===== src/sv/int_to_radix_ascii_defines.svh =====
// assertion macros used by the int_to_radix_ascii top level
`ifndef INT_TO_RADIX_ASCII_DEFINES_SVH
`define INT_TO_RADIX_ASCII_DEFINES_SVH

// same-cycle implication, disabled while reset is asserted
`define ITRA_ASSERT_SAME(lbl, clk, rst_n, ante, cons, msg) \
    lbl: assert property (@(posedge clk) disable iff (!(rst_n)) (ante) |-> (cons)) \
        else $error(msg);

// next-cycle implication, disabled while reset is asserted
`define ITRA_ASSERT_NEXT(lbl, clk, rst_n, ante, cons, msg) \
    lbl: assert property (@(posedge clk) disable iff (!(rst_n)) (ante) |=> (cons)) \
        else $error(msg);

`endif


===== src/sv/itra_ram.sv =====
// generic single-write, single-read ram with registered read data
module itra_ram #(
    parameter int WIDTH = 4,
    parameter int DEPTH = 64,
    localparam int AW   = $clog2(DEPTH)
) (
    input  logic             i_clk,
    input  logic             i_we,
    input  logic [AW-1:0]    i_waddr,
    input  logic [WIDTH-1:0] i_wdata,
    input  logic             i_re,
    input  logic [AW-1:0]    i_raddr,
    output logic [WIDTH-1:0] o_rdata
);

    logic [WIDTH-1:0] r_mem [DEPTH];
    logic [WIDTH-1:0] r_rdata;

    always_ff @(posedge i_clk) begin
        if (i_we) begin
            r_mem[i_waddr] <= i_wdata;
        end
        if (i_re) begin
            r_rdata <= r_mem[i_raddr];
        end
    end

    assign o_rdata = r_rdata;

endmodule


===== config.mk =====
export PLATFORM = sky130hd
export DESIGN_NAME = itra_ram
export DESIGN_NICKNAME = d
export VERILOG_FILES = /design/src/sv/int_to_radix_ascii_defines.svh /design/src/sv/itra_ram.sv
export SDC_FILE = /design/constraint.sdc
export NUM_CORES = 1
export LEC_CHECK = 0
export ABC_AREA = 1
export BUFFER_PORTS_ARGS = -buffer_cell sky130_fd_sc_hd__buf_2
export CORE_MARGIN = 2
export CORE_UTILIZATION = 55
export CTS_CLUSTER_DIAMETER = 150
export CTS_CLUSTER_SIZE = 25
export DETAILED_ROUTE_END_ITERATION = 10
export PLACE_DENSITY = 0.68
export SKIP_LAST_GASP = 1
export SYNTH_ARGS = -nofsm -noshare
export SYNTH_HDL_FRONTEND = slang
export SYNTH_SLANG_ARGS = --single-unit
export TNS_END_PERCENT = 30

===== constraint.sdc =====
create_clock -name i_clk -period 2 [get_ports i_clk]
set_input_delay 0.2 -clock i_clk [delete_from_list [all_inputs] [get_ports i_clk]]
set_output_delay 0.2 -clock i_clk [all_outputs]
set_load 0.05 [all_outputs]

After elaboration in Yosys (flattened, before gate mapping)
Memory sizes are Yosys's and may differ from the RTL's. A register that Yosys moved wholly into a read port is not among the register bits.
Cells that the tools add are included.
{"block": "classes", "n_mux": 2}
{"op": "$mux 1", "n": 2}
{"block": "totals", "regBits": 0, "word_cells": 3, "ramBits": 256, "mem_count": 1}
{"name": "r_mem", "depth": 64, "word_bits": 4, "read_ports": 1, "rd_ports_with_merged_regs": 1, "wr": 1, "line_no": "itra_ram.sv:16", "rtl": "logic [WIDTH-1:0] r_mem [DEPTH];"}

Depth between registers and ports, before layout
Gate-level depths: netlist (run 1).
{"block": "depth", "depth_word": 2, "mapped_depth": 11, "mapped_depth_nobuf": 9}

Worst setup path before layout (run 1)
Ideal clock, no wire load.
{"block": "synth_path", "path_kind": "in2reg", "start": "input port i_we", "end": "memory r_mem[48][0] (enable)", "arrival_time_ns": 1.196, "setup_time_ns": 0.377, "setup_slack_ns": 0.427, "stages": 3, "path_buffers": 1, "t_required_ns": 1.623, "path_cell_list": "clkbuf_1 > nand4_1 > nor4_1"}
{"block": "synth_via", "elab_chain_len": 2}
{"item": "start, declared", "line_no": "itra_ram.sv:8", "rtl": "input logic i_we,"}
{"item": "$mux 1", "line_no": "itra_ram.sv:20", "rtl": "if (i_we) begin"}
{"item": "$mux 1 (implied by the code)", "line_no": "itra_ram.sv:21", "rtl": "r_mem[i_waddr] <= i_wdata;"}
{"item": "end, declared", "line_no": "itra_ram.sv:16"}
No other way between the ends.

Worst setup path in the final report (run 1)
{"block": "layout_path", "start": "register r_rdata[1] (netlist: o_rdata[1]) (read register of r_mem)", "end": "output port o_rdata[1]"}
{"item": "start, declared", "line_no": "itra_ram.sv:17", "rtl": "logic [WIDTH-1:0] r_rdata;"}
{"item": "end, declared", "line_no": "itra_ram.sv:13", "rtl": "output logic [WIDTH-1:0] o_rdata"}
No word-level cell between the ends.

==> metrics.txt, run 1 <==
initial antenna violation count=0; CTS Buf Count=14; most frequent cells in the layout=nand2_1 (324), edfxtp_1 (260), nand3_1 (223); Worst-path clk slew=90 ps; Core ar.=19,500 µm²; fmax=719 MHz; outcome=complete, no violations; I/O pins=23; drc violations=0; vias in the first global route=6,722; largest stage delay on the critical path=410 ps; placed cell count=1,219; FF+latch area=7810 µm²; Critical Path Start Type=flip-flop; # resized after CTS=0; postcts setup bufs=0; nets=990; Top Family by Delay on Critical Path=flip-flops; crit-path cells=buf_2; total chip power=9810 µW; Crit path buffers/inverters=1; area delta synth->final=7.57%; port bufs=22; min-delay worst type=in -> reg; mapped cell area=10,900 µm²; Warnings, synthesis=0; WS Path Type=reg -> out; Leakage Power=0.00421 µW; die height=145 µm; dpl hpwl=14.4 mm; CP required=1800 ps; maxcap violations=0; Antenna Nets Post-Route=0; Worst VDD drop=0.819 mV; Yosys cell types=13; Layout Utilization=0.604; total grt overflow=0; crit end category=output port; CP max-delay cell=edfxtp_1; Pre-antenna DRT Iters=5; setup TNS=0 ps; largest net degree at the start of global routing=129; Iter 0 DRT Violations=756; overall routing resource usage=0.235; ANT cells=0; Skew-Pair Late Insertion Delay=490 ps; Filler Cell Count=1,568; Pins Over Slew Limit=0; most common cell after layout, fill and taps aside=nand2_1; Max-slew headroom=0.599; worst slew pin tran=602 ps; Avg Inst Size Synth=11.5 µm²; final hold vios=0; share of cells above drive strength 1=0.0824; Hold Buf Count CTS=1; min Tclk post-route=1390 ps; Synthesized Nets=967; CP Max Fanout=1; unrepaired setup endpoints after global routing=no; final WL=24.6 mm; crit path DAT=1190 ps; power per cell area=835 nW/µm²; CTS Sinks=260; FP Rows=51; Vias=7,050; Synth Register Bits=260; endpoints failing setup=0; CTS tree=yes; worst clock skew=16.9 ps; non-filler cells, final=1,236; Initial Util=0.561; GPL Wtd Cong=0.941; CTS max path bufs=3; die width=145 µm; area of the multi-input gates=2650 µm²; Mapped Cells=948; vias per inst=5.70; die area=21,000 µm²; first-pass GRT wire length=38.4 mm; period utilization=0.695; register area share after synthesis=0.715; DR WL/cell=19.9 µm; H-Tree Depth=1; CTS Root Cell=clkbuf_16
==> cells by family after synthesis <==
kind of cell           Yosys count  synth area share
buffers and inverters           68            0.0426
flip-flops                     260             0.715
AND/OR/NAND/NOR                620             0.243
==> synthesized netlist by cell type <==
cell	instances	share of area
nand2_1	324	0.11
nand3_1	223	0.10
buf_6	23	0.024
buf_2	15	0.0069
nand4_1	9	0.0052
nor2_1	56	0.019
clkbuf_1	11	0.0038
edfxtp_1	260	0.71
inv_2	2	0.00069
buf_1	2	0.00069
inv_1	10	0.0034
buf_4	5	0.0034
nor4_1	8	0.0046
==> power breakdown <==
group          internal [µW]  leakage (µW)  switching [µW]
combinational            203       0.00167             545
sequential              6030       0.00234            14.7
clock                   1370      0.000192            1650
total                   7600       0.00421            2210
==> registers in the layout, indices dropped and copies added, names as in the netlist <==
name     cells
r_mem      256
o_rdata      4
==> routing by layer <==
metal,share of wire,track usage,vias to the layer above
met4,0.027,0.0668,0
met2,0.48,0.382,268
li1,-,-,3354
met5,0,0,-
met1,0.43,0.334,3384
met3,0.069,0.0381,44
==> layout make-up <==
type | instances | area share
sequential | 260 | 0.665
multi-input combinational | 620 | 0.225
timing repair buffer | 63 | 0.0445
clock buffer | 15 | 0.0319
tap | 265 | 0.0282
inverter | 12 | 0.00394
clock inverter | 1 | 0.00138
==> final timing paths <==
kind,startpoint,to,slack [ps],cells past startpoint
worst max-delay path,o_rdata[1],o_rdata[1],610,1
worst min-delay path,i_raddr[5],o_rdata[1],110,3
worst max register to register,r_mem[23][2],o_rdata[2],680,8
worst min register to register,r_mem[42][0],o_rdata[0],920,8
==> per-stage QoR <==
stage	hold WS (ps)	instance area, µm²	setup slack, ps
2_1_floorplan	299	10900	427
3_3_place_gp	515	11300	284
3_5_place_dp	515	11300	270
4_1_cts	91.4	11700	595
5_1_grt	132	11700	532
6_report	107	11700	610
No activity file was read; power rests on OpenSTA's default activity.
==> inputs of run 2 (changes only) <==
Settings changed: ABC_AREA 1 to 0, PLACE_DENSITY 0.68 to 0.71.
Clock period 2 ns to 1.2 ns, I/O delays scaled along.
==> run 2 against run 1 <==
Effect of this change: the run now ends with setup timing left; combinational power grew 67%; hold slack gained 22 ps; non-clock buffer count grew 82; core utilization grew 5.7 points; area after synthesis shrank 4.3%; sequential cell count is the same; via count shrank 23%; die area shrank 4.2%; largest cell class unchanged.
==> metrics.txt, run 2 <==
most area-consuming cells after synthesis=edfxtp_1 (75%), mux4_2 (9.9%), mux4_1 (4.8%); final hold vios=0 (unchanged); CTS tree=yes; port bufs=22 (unchanged); final WL=21.6 mm (-12%); failing checks=setup timing; unrepaired setup endpoints after global routing=yes; number of synthesized flops with an enable pin=260 (unchanged); hold endpoint=r_mem[13][3]; fmax=572 MHz; vias per inst=6.11 (+7.1%); min-delay worst type=in -> reg; Yosys cell types=43 (+30); Antenna Nets Post-Route=0 (unchanged); dpl hpwl=14.6 mm (+0.98%); r2r endpoint=o_rdata[2]; Critical Path Start Type=flip-flop; drc violations=0 (unchanged); Worst VDD drop=0.855 mV (+4.3%); DR WL/cell=24.3 µm (+22%); min-delay src=i_wdata[3]; Leakage Power=0.00404 µW (-4.1%); worst slew pin tran=1070 ps (+469 ps); Post-DP Area=11,900 µm² (+4.5%); Synth Register Bits=260 (unchanged); most frequent cells in the layout=edfxtp_1 (260), buf_4 (108), mux4_2 (60), nor2_1 (60), buf_2 (21); Reg2Reg Depth=4 (-4); design area=12,300 µm² (+4.8%); CTS Sinks=260 (unchanged); Async SR Flop Fraction=0 (unchanged); GPL Wtd Cong=0.857 (-8.9%); WS Path Type=reg -> reg; Initial Util=0.560 (-0.000767); H-Tree Depth=1 (unchanged); Mapped Cells=521 (-45%); Top FF cell, synth=edfxtp_1; worst clock skew=13.3 ps (-3.59 ps); area delta synth->final=17.9%; Critical Path Start=r_mem[3][2]; CP Max Fanout=1 (unchanged); Warnings, synthesis=0 (unchanged); largest net degree at the start of global routing=65 (-50%); reg2reg setup slack=-550 ps (-1230 ps); mapped cell area=10,400 µm² (-4.3%); die height=142 µm (-2.1%); most common cell after layout, fill and taps aside=edfxtp_1; Synthesized Nets=540 (-44%); initial antenna violation count=0 (unchanged); I/O pins=23 (unchanged); nets=675 (-32%); outcome=finished with violations; maxcap violations=0 (unchanged); Avg Inst Size Synth=20.1 µm² (+74%); Worst-path clk slew=100 ps (about the same); Final WS setup=-549 ps (-1160 ps); die width=142 µm (-2.1%); first-pass GRT wire length=32.7 mm (-15%); Iter 0 DRT Violations=513 (-32%); Reg with most FFs=r_mem; DP Worst Slack=-871 ps (-1140 ps); crit end category=flip-flop; endpoints failing setup=7 (+7); share of the synthesized area in the top cell type=0.747 (+0.0324); die area=20,100 µm² (-4.2%); Vias=5,439 (-23%); Worst Hold Depth=1 (-2); Pins Over Slew Limit=0 (unchanged); CTS Root Cell=clkbuf_16; vias in the first global route=5,487 (-18%); synth cell count leaders=edfxtp_1 (260), nor2_1 (74), mux4_2 (46); Max-slew headroom=0.286 (-0.313); share of cells above drive strength 1=0.380 (+0.297); postcts setup bufs=0 (unchanged); setup TNS=-2170 ps (-2170 ps); Core ar.=18,600 µm² (-4.2%); CTS max path bufs=3 (unchanged); register area share after synthesis=0.747 (+0.0324); power per cell area=1320 nW/µm² (+58%); Pre-antenna DRT Iters=5 (unchanged); CP required=1440 ps (-360 ps); max reg flops=256 (unchanged); most common cell in the netlist=edfxtp_1; total grt overflow=0 (unchanged); FF-to-FF Start=r_mem[3][2]; FP Rows=50 (-2.0%); Synth area leader=edfxtp_1; overall routing resource usage=0.222 (-0.0132); min Tclk post-route=1750 ps; crit path DAT=1990 ps (+800 ps); Skew-Pair Late Insertion Delay=480 ps (about the same); Layout Utilization=0.660 (+0.0568); ANT cells=0 (unchanged); CTS Buf Count=14 (unchanged); period utilization=1.46
## run 2: cell types whose count changed after synthesis, moves of 8 or more
cell / previous run / this run
mux4_2: 0 / 46
buf_2: 15 / 3
nand2_1: 324 / 10
inv_1: 10 / 2
mux4_1: 0 / 19
a22oi_1: 0 / 8
nor2_1: 56 / 74
nand3_1: 223 / 11
buf_6: 23 / 6
## run 2: worst max path at each step
stage,endpoint
3_5_place_dp,o_rdata[3]
2_1_floorplan,o_rdata[2]
6_report,o_rdata[2]
5_1_grt,o_rdata[2]
3_3_place_gp,o_rdata[3]
4_1_cts,o_rdata[2]
## run 2: logic make-up (layout without fill, tap and decap cells)
logic type	count (synthesis)	after routing	synth area share
flops	260	260	0.747
simple gates	125	125	0.0544
mux	70	70	0.152
compound gates	37	37	0.0263
buf+inv	29	164	0.0202
## run 2: report_power, final
| group | switching [µW] | internal, µW | leakage, µW |
|---|---|---|---|
| Clock | 2620 | 2270 | 0.000192 |
| Sequential | 22.0 | 10100 | 0.00234 |
| Combinational | 698 | 548 | 0.00150 |
| Total | 3340 | 12900 | 0.00404 |
## run 2: per-layer routing
layer | wire [µm] | part of all wire | track usage | up-vias
met1 | 8870 | 0.41 | 0.313 | 2791
li1 | - | - | - | 2401
met2 | 10800 | 0.50 | 0.376 | 219
met4 | 368 | 0.017 | 0.0495 | 0
met5 | 0 | 0 | 0 | -
met3 | 1540 | 0.071 | 0.0341 | 28
## run 2: critical path, stage by stage (launching register included)
cell	delay, ps
edfxtp_1	390
mux4_2	490
o41ai_2	240
a211oi_2	90
a221o_1	310
## run 2: timing repair
item	CTS	global route
endpoints found under the hold margin	4	0
gates cloned	0	0
resized for setup	9	9
setup endpoints to repair	8	8
pin swaps	5	3
hold buffers	1	0
## run 2: stage by stage
step	instances	hold WS (ps)	power (µW)
2_1_floorplan	521	219	10900
3_3_place_gp	874	409	11500
3_5_place_dp	874	409	11500
4_1_cts	890	136	16300
5_1_grt	890	148	16700
6_report	890	130	16200
## run 2: final cells by class
| type | instances | area [µm²] |
|---|---|---|
| clock buffers | 15 | 375 |
| clock inverters | 1 | 16.3 |
| fillers | 1211 | 6330 |
| inverters | 3 | 11.3 |
| multi-input cells | 232 | 2580 |
| flip-flops and latches | 260 | 7810 |
| well taps | 234 | 293 |
| repair buffers | 145 | 1230 |
